**config.mk**
```make
export PLATFORM = sky130hd
export DESIGN_NAME = gamepad_report_deframer_core_flat
export DESIGN_NICKNAME = d
export VERILOG_FILES = /design/src/rtl/gprd_pkg.sv /design/src/rtl/gprd_if.sv /design/src/rtl/gprd_emit.sv /design/src/rtl/gamepad_report_deframer_core.sv /design/src/flat_wrapper.sv
export SDC_FILE = /design/constraint.sdc
export NUM_CORES = 1
export LEC_CHECK = 0
export ABC_CLOCK_PERIOD_IN_PS = 4750
export BUFFER_PORTS_ARGS = -buffer_cell sky130_fd_sc_hd__buf_2
export CAP_MARGIN = 20
export CORE_ASPECT_RATIO = 1.25
export CORE_UTILIZATION = 45
export CTS_CLUSTER_SIZE = 28
export DETAILED_ROUTE_END_ITERATION = 8
export PLACE_DENSITY_LB_ADDON = 0.2
export SLEW_MARGIN = 20
export SYNTH_ARGS = -nofsm -noshare
export SYNTH_HDL_FRONTEND = slang
export SYNTH_SLANG_ARGS = --single-unit
```
**constraint.sdc**
```tcl
create_clock -name clock -period 4.75 [get_ports clock]
set_input_delay 0 -clock clock [delete_from_list [all_inputs] [get_ports clock]]
set_output_delay 0 -clock clock [all_outputs]
set_load 0.01 [all_outputs]
```
**src/rtl/gprd_pkg.sv**
```systemverilog
// Shared constants, codes and types of the report deframer
package gprd_pkg;

   localparam int BUFFER_BYTES = 16;
   localparam int POS_BITS     = $clog2(BUFFER_BYTES);

   localparam int NUM_BUTTONS  = 4;
   localparam int ID_POS       = 2;
   localparam int CODE_POS     = 3;
   localparam int AXIS_X_POS   = 4;
   localparam int AXIS_Y_POS   = 5;

   typedef logic [7:0] csr_idx_type;
   localparam csr_idx_type CSR_BUTTON_ID = 8'd0;
   localparam csr_idx_type CSR_ANALOG_ID = 8'd1;

   typedef enum logic [1:0] {
      KIND_BUTTON = 2'd0,
      KIND_ANALOG = 2'd1,
      KIND_ERROR  = 2'd2
   } kind_type;

   // Results raised by one transfer, drained one per cycle by the emitter while rsp_ch does not stall
   typedef struct packed {
      kind_type                 kind;
      logic [NUM_BUTTONS-1:0]   pending;
      logic [NUM_BUTTONS-1:0]   mask;
      logic signed [7:0]        axis_x;
      logic signed [7:0]        axis_y;
   } job_type;

   typedef struct packed {
      kind_type          kind;
      logic [1:0]        button;
      logic              pressed;
      logic signed [7:0] axis_x;
      logic signed [7:0] axis_y;
      logic              last;
   } rsp_type;

endpackage

```
**src/rtl/gprd_if.sv**
```systemverilog
// Channel interfaces: byte input, result output and register writes
interface gprd_req_if ();
   logic       valid;
   logic       ready;
   logic [7:0] rx_byte;
   logic       chunk_end;
   modport source (output valid, output rx_byte, output chunk_end, input ready);
   modport sink (input valid, input rx_byte, input chunk_end, output ready);
endinterface

interface gprd_rsp_if import gprd_pkg::*; ();
   logic              valid;
   logic              ready;
   kind_type          kind;
   logic [1:0]        button;
   logic              pressed;
   logic signed [7:0] axis_x;
   logic signed [7:0] axis_y;
   logic              last;
   modport source (output valid, output kind, output button, output pressed,
                   output axis_x, output axis_y, output last, input ready);
   modport sink (input valid, input kind, input button, input pressed,
                 input axis_x, input axis_y, input last, output ready);
endinterface

interface gprd_csr_if import gprd_pkg::*; ();
   logic        valid;
   logic        ready;
   csr_idx_type index;
   logic [7:0]  wdata;
   modport source (output valid, output index, output wdata, input ready);
   modport sink (input valid, input index, input wdata, output ready);
endinterface

```
**src/rtl/gprd_emit.sv**
```systemverilog
// Result emitter: holds one pending job and serializes it into the output register
module gprd_emit import gprd_pkg::*; (
   input  logic        clock,
   input  logic        reset,
   input  logic        job_load,
   input  job_type     job,
   output logic        job_ready,
   gprd_rsp_if.source  rsp_ch
);

   logic    job_valid_ff, job_valid_in;
   job_type job_ff, job_in;
   logic    rsp_valid_ff, rsp_valid_in;
   rsp_type rsp_ff, rsp_in;

   logic                   slot_free;
   logic                   emit;
   logic                   job_done;
   logic [NUM_BUTTONS-1:0] pick;
   logic [1:0]             pick_idx;
   rsp_type                cur;

   // Lowest pending button first
   always_comb begin
      pick     = '0;
      pick_idx = '0;
      for (int i = NUM_BUTTONS - 1; i >= 0; i--) begin
         if (job_ff.pending[i]) begin
            pick     = '0;
            pick[i]  = 1'b1;
            pick_idx = 2'(i);
         end
      end
   end

   always_comb begin
      cur.kind    = job_ff.kind;
      cur.button  = '0;
      cur.pressed = 1'b0;
      cur.axis_x  = job_ff.axis_x;
      cur.axis_y  = job_ff.axis_y;
      cur.last    = 1'b1;
      if (job_ff.kind == KIND_BUTTON) begin
         cur.button  = pick_idx;
         cur.pressed = job_ff.mask[pick_idx];
         cur.last    = (job_ff.pending & ~pick) == '0;
      end
   end

   assign slot_free = !rsp_valid_ff || rsp_ch.ready;
   assign emit      = job_valid_ff && slot_free;
   assign job_done  = emit && cur.last;
   assign job_ready = !job_valid_ff || job_done;

   always_comb begin
      job_valid_in = job_valid_ff;
      job_in       = job_ff;
      if (job_load) begin
         job_valid_in = 1'b1;
         job_in       = job;
      end else if (job_done) begin
         job_valid_in = 1'b0;
      end else if (emit) begin
         job_in.pending = job_ff.pending & ~pick;
      end
   end

   always_comb begin
      rsp_valid_in = rsp_valid_ff;
      rsp_in       = rsp_ff;
      if (emit) begin
         rsp_valid_in = 1'b1;
         rsp_in       = cur;
      end else if (rsp_ch.ready) begin
         rsp_valid_in = 1'b0;
      end
   end

   always_ff @(posedge clock) begin
      if (reset) begin
         job_valid_ff <= 1'b0;
         rsp_valid_ff <= 1'b0;
      end else begin
         job_valid_ff <= job_valid_in;
         rsp_valid_ff <= rsp_valid_in;
      end
      job_ff <= job_in;
      rsp_ff <= rsp_in;
   end

   assign rsp_ch.valid   = rsp_valid_ff;
   assign rsp_ch.kind    = rsp_ff.kind;
   assign rsp_ch.button  = rsp_ff.button;
   assign rsp_ch.pressed = rsp_ff.pressed;
   assign rsp_ch.axis_x  = rsp_ff.axis_x;
   assign rsp_ch.axis_y  = rsp_ff.axis_y;
   assign rsp_ch.last    = rsp_ff.last;

endmodule

```
**src/rtl/gamepad_report_deframer_core.sv**
```systemverilog
// Top level: byte deframer with report decode and result emitter
//
//   channel  | dir | transfer carries
//   ---------+-----+----------------------------------------------
//   req_ch   | in  | rx_byte, chunk_end (chunk_end is not decoded)
//   rsp_ch   | out | kind, button, pressed, axis_x, axis_y, last
//   csr_ch   | in  | index, wdata (report id registers)
//
// A byte is decoded in the cycle it is taken and its job is registered at that edge;
// results then pass one at a time through the output register, one per cycle while
// rsp_ch does not stall. A byte that completes a button report with more than one changed
// button holds req_ch.ready low while the job register drains; with no stall on rsp_ch
// every other byte is taken back to back.
// Synchronous reset clears the packet buffer, counters, button state and halt flag.
// A stall on rsp_ch backs up through the job register into req_ch.ready.
module gamepad_report_deframer_core import gprd_pkg::*; (
   input  logic       clock,
   input  logic       reset,
   gprd_req_if.sink   req_ch,
   gprd_rsp_if.source rsp_ch,
   gprd_csr_if.sink   csr_ch
);

   logic [7:0]          button_id_ff, button_id_in;
   logic [7:0]          analog_id_ff, analog_id_in;
   logic [7:0]          store_ff [BUFFER_BYTES];
   logic [7:0]          store_in [BUFFER_BYTES];
   logic [POS_BITS-1:0] fill_ff, fill_in;
   logic [POS_BITS-1:0] len_ff, len_in;
   logic [NUM_BUTTONS-1:0] buttons_ff, buttons_in;
   logic                halted_ff, halted_in;

   logic                   accept;
   logic                   take;
   logic [7:0]             rx;
   logic                   start;
   logic                   oversize;
   logic [POS_BITS-1:0]    packet_len;
   logic                   complete;
   logic [7:0]             view [ID_POS:ID_POS+NUM_BUTTONS];
   logic [NUM_BUTTONS-1:0] mask;
   logic [NUM_BUTTONS-1:0] changed;
   logic                   is_button;
   logic                   is_analog;
   logic                   job_load;
   logic                   job_ready;
   job_type                job;

   assign rx       = req_ch.rx_byte;
   assign accept   = req_ch.valid && req_ch.ready;
   assign take     = accept && !halted_ff;
   assign start    = fill_ff == '0;
   assign oversize = start && ({1'b0, rx} >= 9'(BUFFER_BYTES));
   assign packet_len = start ? rx[POS_BITS-1:0] : len_ff;
   assign complete = !oversize && (fill_ff == packet_len);

   // Header and code bytes as they stand once this byte is written
   always_comb begin
      for (int k = ID_POS; k <= ID_POS + NUM_BUTTONS; k++) begin
         view[k] = (fill_ff == POS_BITS'(k)) ? rx : store_ff[k];
      end
   end

   // Build the pressed mask; a code of 4 or more ends the list
   always_comb begin
      logic stop;
      stop = 1'b0;
      mask = '0;
      for (int i = 0; i < NUM_BUTTONS; i++) begin
         if (!stop) begin
            if (view[CODE_POS+i] >= 8'(NUM_BUTTONS)) begin
               stop = 1'b1;
            end else begin
               mask[view[CODE_POS+i][1:0]] = 1'b1;
            end
         end
      end
   end

   assign changed   = mask ^ buttons_ff;
   assign is_button = view[ID_POS] == button_id_ff;
   assign is_analog = !is_button && (view[ID_POS] == analog_id_ff);

   always_comb begin
      job_load    = 1'b0;
      job.kind    = KIND_BUTTON;
      job.pending = changed;
      job.mask    = mask;
      job.axis_x  = '0;
      job.axis_y  = '0;
      if (take) begin
         if (oversize) begin
            job_load    = 1'b1;
            job.kind    = KIND_ERROR;
            job.pending = '0;
            job.mask    = '0;
         end else if (complete && is_button) begin
            job_load = changed != '0;
         end else if (complete && is_analog) begin
            job_load    = 1'b1;
            job.kind    = KIND_ANALOG;
            job.pending = '0;
            job.mask    = '0;
            job.axis_x  = view[AXIS_X_POS];
            job.axis_y  = view[AXIS_Y_POS];
         end
      end
   end

   always_comb begin
      store_in   = store_ff;
      fill_in    = fill_ff;
      len_in     = len_ff;
      buttons_in = buttons_ff;
      halted_in  = halted_ff;
      if (take) begin
         if (oversize) begin
            halted_in = 1'b1;
         end else begin
            store_in[fill_ff] = rx;
            len_in            = packet_len;
            fill_in           = complete ? '0 : fill_ff + POS_BITS'(1);
            if (complete && is_button) begin
               buttons_in = mask;
            end
         end
      end
   end

   always_comb begin
      button_id_in = button_id_ff;
      analog_id_in = analog_id_ff;
      if (csr_ch.valid && csr_ch.ready) begin
         case (csr_ch.index)
            CSR_BUTTON_ID: button_id_in = csr_ch.wdata;
            CSR_ANALOG_ID: analog_id_in = csr_ch.wdata;
            default: ;
         endcase
      end
   end

   always_ff @(posedge clock) begin
      if (reset) begin
         button_id_ff <= 8'd7;
         analog_id_ff <= 8'd8;
         for (int k = 0; k < BUFFER_BYTES; k++) begin
            store_ff[k] <= '0;
         end
         fill_ff    <= '0;
         len_ff     <= '0;
         buttons_ff <= '0;
         halted_ff  <= 1'b0;
      end else begin
         button_id_ff <= button_id_in;
         analog_id_ff <= analog_id_in;
         store_ff     <= store_in;
         fill_ff      <= fill_in;
         len_ff       <= len_in;
         buttons_ff   <= buttons_in;
         halted_ff    <= halted_in;
      end
   end

   assign req_ch.ready = job_ready;
   assign csr_ch.ready = 1'b1;

   gprd_emit u_emit (
      .clock     (clock),
      .reset     (reset),
      .job_load  (job_load),
      .job       (job),
      .job_ready (job_ready),
      .rsp_ch    (rsp_ch)
   );

endmodule

```
**src/flat_wrapper.sv**
```systemverilog
// flat-port wrapper written by rule: the top's interface ports become plain ports
module gamepad_report_deframer_core_flat import gprd_pkg::*;
  (clock, reset, req_ch_valid, req_ch_rx_byte, req_ch_chunk_end, req_ch_ready, rsp_ch_valid, rsp_ch_kind, rsp_ch_button, rsp_ch_pressed, rsp_ch_axis_x, rsp_ch_axis_y, rsp_ch_last, rsp_ch_ready, csr_ch_valid, csr_ch_index, csr_ch_wdata, csr_ch_ready);
  gprd_req_if req_ch_i ();
  gprd_rsp_if rsp_ch_i ();
  gprd_csr_if csr_ch_i ();
  input  logic clock;
  input  logic reset;
  input wire logic [$bits(req_ch_i.valid)-1:0] req_ch_valid;
  input wire logic [$bits(req_ch_i.rx_byte)-1:0] req_ch_rx_byte;
  input wire logic [$bits(req_ch_i.chunk_end)-1:0] req_ch_chunk_end;
  output wire logic [$bits(req_ch_i.ready)-1:0] req_ch_ready;
  output wire logic [$bits(rsp_ch_i.valid)-1:0] rsp_ch_valid;
  output wire logic [$bits(rsp_ch_i.kind)-1:0] rsp_ch_kind;
  output wire logic [$bits(rsp_ch_i.button)-1:0] rsp_ch_button;
  output wire logic [$bits(rsp_ch_i.pressed)-1:0] rsp_ch_pressed;
  output wire logic [$bits(rsp_ch_i.axis_x)-1:0] rsp_ch_axis_x;
  output wire logic [$bits(rsp_ch_i.axis_y)-1:0] rsp_ch_axis_y;
  output wire logic [$bits(rsp_ch_i.last)-1:0] rsp_ch_last;
  input wire logic [$bits(rsp_ch_i.ready)-1:0] rsp_ch_ready;
  input wire logic [$bits(csr_ch_i.valid)-1:0] csr_ch_valid;
  input wire logic [$bits(csr_ch_i.index)-1:0] csr_ch_index;
  input wire logic [$bits(csr_ch_i.wdata)-1:0] csr_ch_wdata;
  output wire logic [$bits(csr_ch_i.ready)-1:0] csr_ch_ready;
  assign req_ch_i.valid = req_ch_valid;
  assign req_ch_i.rx_byte = req_ch_rx_byte;
  assign req_ch_i.chunk_end = req_ch_chunk_end;
  assign req_ch_ready = req_ch_i.ready;
  assign rsp_ch_valid = rsp_ch_i.valid;
  assign rsp_ch_kind = rsp_ch_i.kind;
  assign rsp_ch_button = rsp_ch_i.button;
  assign rsp_ch_pressed = rsp_ch_i.pressed;
  assign rsp_ch_axis_x = rsp_ch_i.axis_x;
  assign rsp_ch_axis_y = rsp_ch_i.axis_y;
  assign rsp_ch_last = rsp_ch_i.last;
  assign rsp_ch_i.ready = rsp_ch_ready;
  assign csr_ch_i.valid = csr_ch_valid;
  assign csr_ch_i.index = csr_ch_index;
  assign csr_ch_i.wdata = csr_ch_wdata;
  assign csr_ch_ready = csr_ch_i.ready;
  gamepad_report_deframer_core u_core (.clock(clock), .reset(reset), .req_ch(req_ch_i), .rsp_ch(rsp_ch_i), .csr_ch(csr_ch_i));
endmodule
```
### Yosys cells after proc, flatten, opt, wreduce, memory -nomap -nowiden

Cells that the tools add are included.

* memory bits (writable): 0
* memories kept: 0
* output and inout port bits: 25
* register bits after elaboration: 207
* bits in latches: 0
* memory bits (read-only): 0
* bits of input ports: 30

* mux-type cells: 57
* magnitude comparators: 16
* shifts and indexed selects: 0
* multipliers: 0
* equal/unequal tests: 10
* add/sub/neg operators: 1
* reduce and logical (&&, ||, !) cells: 37
* div/mod/pow operators: 0
* bitwise logic cells: 10

Operator list (number)
* bitwise mux 128 bit: 1
* two-way mux 4 bit: 16
* two-way mux 25 bit: 2
* two-way mux 8 bit: 6
* demux 8 bit (select 4 bit): 1
* greater-or-equal comparator 8 x 3 -> 1 bit, second input constant: 4
* two-way mux 24 bit: 1
* two-way mux 1 bit: 19
* equality test 8 bit: 2
* two-way mux 16 bit: 1
* less-than comparator 2 x 3 -> 1 bit, second input constant: 5
* logical AND 1 bit: 14
* equality test 4 x 3 -> 1 bit, second input constant: 3
* bitwise OR 4 bit: 3
* two-way mux 10 bit: 1
* AND reduction 2 bit: 5
* demux 1 bit (select 2 bit): 4
* equality test 4 x 2 -> 1 bit, second input constant: 2
* equality test 8 x 1 -> 1 bit, second input constant: 1
* greater-or-equal comparator 2 x 1 -> 1 bit, second input constant: 4
* greater-or-equal comparator 8 x 5 -> 1 bit, second input constant: 1
* zero test 4 bit: 2
* zero test 8 bit: 1
* two-way mux 2 bit: 4
* other kinds (19): 28

### Depth between registers and ports, before layout

* depth in word-level cells: 23
* depth in mapped cells: 12

### Modules after synthesis

Synthesis repeated with hierarchy kept, for this count alone.

* cell total of the unflattened synthesis: 554
* area, all modules: 5615.4 um^2

By module, submodules not included
* gamepad_report_deframer_core: instances 1, area an instance 3925.0 um^2, cells an instance 467
* gprd_emit: instances 1, area an instance 1690.4 um^2, cells an instance 87

### Least setup slack after synthesis

No wires, ideal clock.

* path kind: register -> register
* start point: register u_core.fill_ff[0]
* end point: register u_core.u_emit.job_ff, in the netlist u_core.u_emit.cur[10], enable pin
* data arrival time: 2.900 ns
* path buffers: 1
* path slack: 1.498 ns
* cell stages (with the launch flop): 12
* required time: 4.398 ns
* period minus slack after synthesis: 3.252 ns
* setup time: 0.352 ns
* cell sequence: dfxtp_1 inv_1 ha_1 or3b_2 a221oi_1 o22ai_1 nor3_1 nand2_1 or3_1 buf_2 o21ai_2 or2_2

* longest elaborated chain between the ends: 21

RTL lines
* from (decl): line gamepad_report_deframer_core.sv:28 `logic [POS_BITS-1:0] fill_ff, fill_in;`
* from (signal assigned): line gamepad_report_deframer_core.sv:157 `fill_ff <= fill_in;`
* equality test 4 x 2 -> 1 bit: line gamepad_report_deframer_core.sv:60 `view[k] = (fill_ff == POS_BITS'(k)) ? rx : store_ff[k];`
* two-way mux 8 bit: line gamepad_report_deframer_core.sv:60
* less-than comparator 2 x 3 -> 1 bit (implied by the code) or greater-or-equal comparator 2 x 1 -> 1 bit (tied branches): line gamepad_report_deframer_core.sv:74 `mask[view[CODE_POS+i][1:0]] = 1'b1;`
* logical AND 1 bit (implied by the code): line gamepad_report_deframer_core.sv:74
* two-way mux 1 bit (implied by the code): line gamepad_report_deframer_core.sv:74
* demux 1 bit (select 2 bit)
* two-way mux 4 bit: line gamepad_report_deframer_core.sv:71 `if (view[CODE_POS+i] >= 8'(NUM_BUTTONS)) begin`
* bitwise OR 4 bit (no line)
* [6 not listed]
* two-way mux 4 bit: line gamepad_report_deframer_core.sv:71
* two-way mux 4 bit: line gamepad_report_deframer_core.sv:70 `if (!stop) begin`
* bitwise XOR 4 bit: line gamepad_report_deframer_core.sv:80 `assign changed = mask ^ buttons_ff;`
* nonzero test 4 bit: line gamepad_report_deframer_core.sv:98 `job_load = changed != '0;`
* two-way mux 1 bit: line gamepad_report_deframer_core.sv:97 `end else if (complete && is_button) begin`
* two-way mux 1 bit *: line gamepad_report_deframer_core.sv:92 `if (oversize) begin`
* two-way mux 1 bit *: line gamepad_report_deframer_core.sv:91 `if (take) begin`
* net u_core.job_load: line gamepad_report_deframer_core.sv:45 `logic job_load;`
* to (signal assigned): line gprd_emit.sv:87 `job_ff <= job_in;`
* to (decl): line gprd_emit.sv:12 `job_type job_ff, job_in;`

The timed path passes the listed nets; every way through them passes the cells marked *.
A chain may end at the register's enable or synchronous reset.

### Final worst setup path

* start point: register u_core.fill_ff[0]
* end point: register u_core.u_emit.job_ff, in the netlist u_core.u_emit.cur[15], enable pin

The elaborated chain is that of the path after synthesis.

==> impl_metrics.json <==
{
  "r2r-end": "u_core.u_emit.cur[15]",
  "finish.instance_area_sq_um": 6810,
  "ir_drop_mv": 0.198,
  "outcome": "finished clean",
  "start_util_pct": 46.5,
  "antenna_found_initial": 0,
  "fin_util_pct": 55.5,
  "dieArea_sq_um": 13100,
  "synth_ff_type": "dfxtp_1",
  "rsz0062_at_grt": "false",
  "syn_to_final_growth_pct": 19.4,
  "die_w_microns": 103,
  "layout.nets": 714,
  "port_buffers": 52,
  "dp.cells": 809,
  "max-slew-margin-rel_pct": 36.4,
  "grt_start_max_net_pins": 64,
  "min_period_ps": 3950,
  "endpoint_kind": "flip-flop",
  "fp.dieH_microns": 128,
  "whs_ps": 27.3,
  "place_area_sq_um": 6030,
  "net-switching-power_mw": 0.593,
  "switching_share_pct": 22.9,
  "whs_endpoint": "u_core.store_ff[89]",
  "synthArstFlopShare_pct": 0,
  "r2r_slack_ps": 800,
  "grt_pass1_vias": 4655,
  "internal-power_mw": 2.00,
  "num_rows": 45,
  "dpl.hpwl_microns": 9410,
  "cp_max_fo": 22,
  "netlist_instances": 625,
  "hold_class": "in2reg",
  "num_vias": 4766,
  "vias_per_cell": 5.56,
  "final.setup.tns_ps": 0,
  "cts-resized-gates": 0,
  "layout_commonest_cell": "nand2_1",
  "hold_viol": 0,
  "min_period_over_period_pct": 83.1,
  "drt-pass1-iter-count": 5,
  "ys_types": 65,
  "drc": 0,
  "r2r_cells": 10,
  "setup_ws_ps": 803,
  "cts_root_buf": "clkbuf_16",
  "pre_cts_slack_ps": 838,
  "combPwrFrac_pct": 5.7,
  "seq_power_share_pct": 43.4,
  "htree_levels": 4,
  "first_iter_violations": 317,
  "powerDensity_nw_per_um2": 380,
  "total_power_mw": 2.59,
  "worst_pin_slew_ps": 951,
  "setup_viol": 0,
  "ys_ff_latch": 119,
  "synth-warning-count": 0,
  "critPathRequiredTime_ps": 4800,
  "clkSlewWorstSetupHoldPaths_ps": 60,
  "syn_nets": 659,
  "synth_area_sq_um": 5700,
  "instances_no_fill": 857,
  "multi_input_area_sq_um": 2590,
  "fillers": 1156,
  "grt.total_usage_pct": 22.9,
  "r2r-start": "u_core.fill_ff[0]",
  "grt_overflow": 0,
  "regArea_sq_um": 2860,
  "ys_seq_area_share_pct": 50.2,
  "fmax_ghz": 0.253,
  "fp.coreArea_sq_um": 12300,
  "routedWlPerCell_microns": 16.0,
  "final_cell_mix": "nand2_1, dfxtp_1, a21oi_1",
  "ant_nets": 0,
  "place_congestion": 0.869,
  "critical_path_class": "reg2reg",
  "clock_sinks": 119,
  "cts_tree": "done",
  "synth-edff-count": 48,
  "fin_skew_ps": 7.32,
  "cap_violations": 0,
  "drive_above_1_share_pct": 15.4,
  "hp-start": "req_ch_rx_byte[1]",
  "cts_buffer_depth": 2,
  "p_leak_nw": 2.46,
  "arrival_ps": 4000,
  "insertion_delay_ps": 410,
  "routed_wl_microns": 13700,
  "grt_pass1_wl_microns": 22900,
  "ioPinCount": 55,
  "numCtsBuffers": 17,
  "antenna_cells": 0,
  "slew_viol_final": 0,
  "min_path_cells": 3,
  "critPathLaunchType": "flip-flop",
  "syn_area_per_cell_sq_um": 9.13,
  "clkPwrFrac_pct": 50.9
}
worst max-delay path, cell delays in order (launching register included):
cell and delay [ps]:
dfxtp_1 380, inv_1 160, ha_1 360, or3b_2 510, a221oi_1 220, o22ai_1 100
nor3_1 250, nand2_1 130, or3_1 680, o21ai_2 290, or2_2 500
synthesized netlist by cell type, types with 6 or more instances:
master | count | share of area (%)
a21oi_1 | 69 | 6.1
buf_2 | 6 | 0.53
clkbuf_1 | 25 | 1.6
dfxtp_1 | 71 | 25
edfxtp_1 | 48 | 25
inv_1 | 22 | 1.4
mux2i_1 | 21 | 3.7
nand2_1 | 109 | 7.2
nand3_1 | 9 | 0.79
nor2_1 | 46 | 3.0
nor3_1 | 10 | 0.88
nor4_1 | 9 | 0.99
o21ai_0 | 47 | 4.1
o22ai_1 | 8 | 0.88
or3_1 | 7 | 0.77
xnor2_1 | 14 | 2.1
per-layer routing:
metal  track usage, %  vias to the layer above  share of wire (%)  wire length (microns)
met4             9.75                        0                1.5                    210
met5                0                        -                  0                      0
li1                 -                     2345                  -                      -
met2             40.5                      126                 53                   7290
met1             26.4                     2283                 42                   5790
met3             4.36                       12                3.3                    447
registers in the layout, indices dropped and copies added (netlist names), 8 cells and up:
register	cells
u_core.analog_id_ff	8
u_core.button_id_ff	8
u_core.store_ff	40
u_core.u_emit.cur	18
u_core.u_emit.job_ff	8
u_core.u_emit.rsp_ch.axis_x	8
u_core.u_emit.rsp_ch.axis_y	8
cell families (layout without fill, tap and decap cells):
logic type,Yosys count,after routing,synth area share (%)
AO/OA/AOI/OAI,166,166,17.6
XOR/XNOR,19,19,2.92
adder cells (fa/ha/maj),5,5,1.05
buffers and inverters,58,126,4.34
flip-flops,119,119,50.2
multiplexers,23,23,4.28
other,1,1,0.0657
AND/OR/NAND/NOR,234,234,19.5
final cells by class:
class	count	area share [%]
flip-flops and latches	119	42.0
multi-input cells	448	38.1
repair buffers	72	6.65
clock buffers	17	6.24
well taps	164	3.01
clock inverters	15	2.79
inverters	22	1.21
worst max-delay path by stage:
stage,from,to,cells after the start
after floorplan,u_core.fill_ff[0],u_core.u_emit.cur[10],11
after global placement,u_core.fill_ff[0],u_core.u_emit.cur[14],10
after detailed placement,u_core.fill_ff[0],u_core.u_emit.cur[13],10
after CTS,u_core.fill_ff[0],u_core.u_emit.cur[15],10
after global routing,u_core.fill_ff[0],u_core.u_emit.cur[14],10
final,u_core.fill_ff[0],u_core.u_emit.cur[15],10
power groups by stage:
stage	registers (mW)	clock network, mW	logic (mW)
global route	1.13	1.38	0.163
detailed placement	1.15	0	0.137
global placement	1.15	0	0.134
finish	1.13	1.32	0.147
CTS	1.13	1.34	0.147
floorplan	1.15	0	0.0798
timing repair:
item | in CTS | in global routing
endpoints found under the hold margin | 45 | 0
buffers inserted | 0 | 0
hold buffers | 16 | 0
Note: power is estimated with default switching activity, not from simulation.
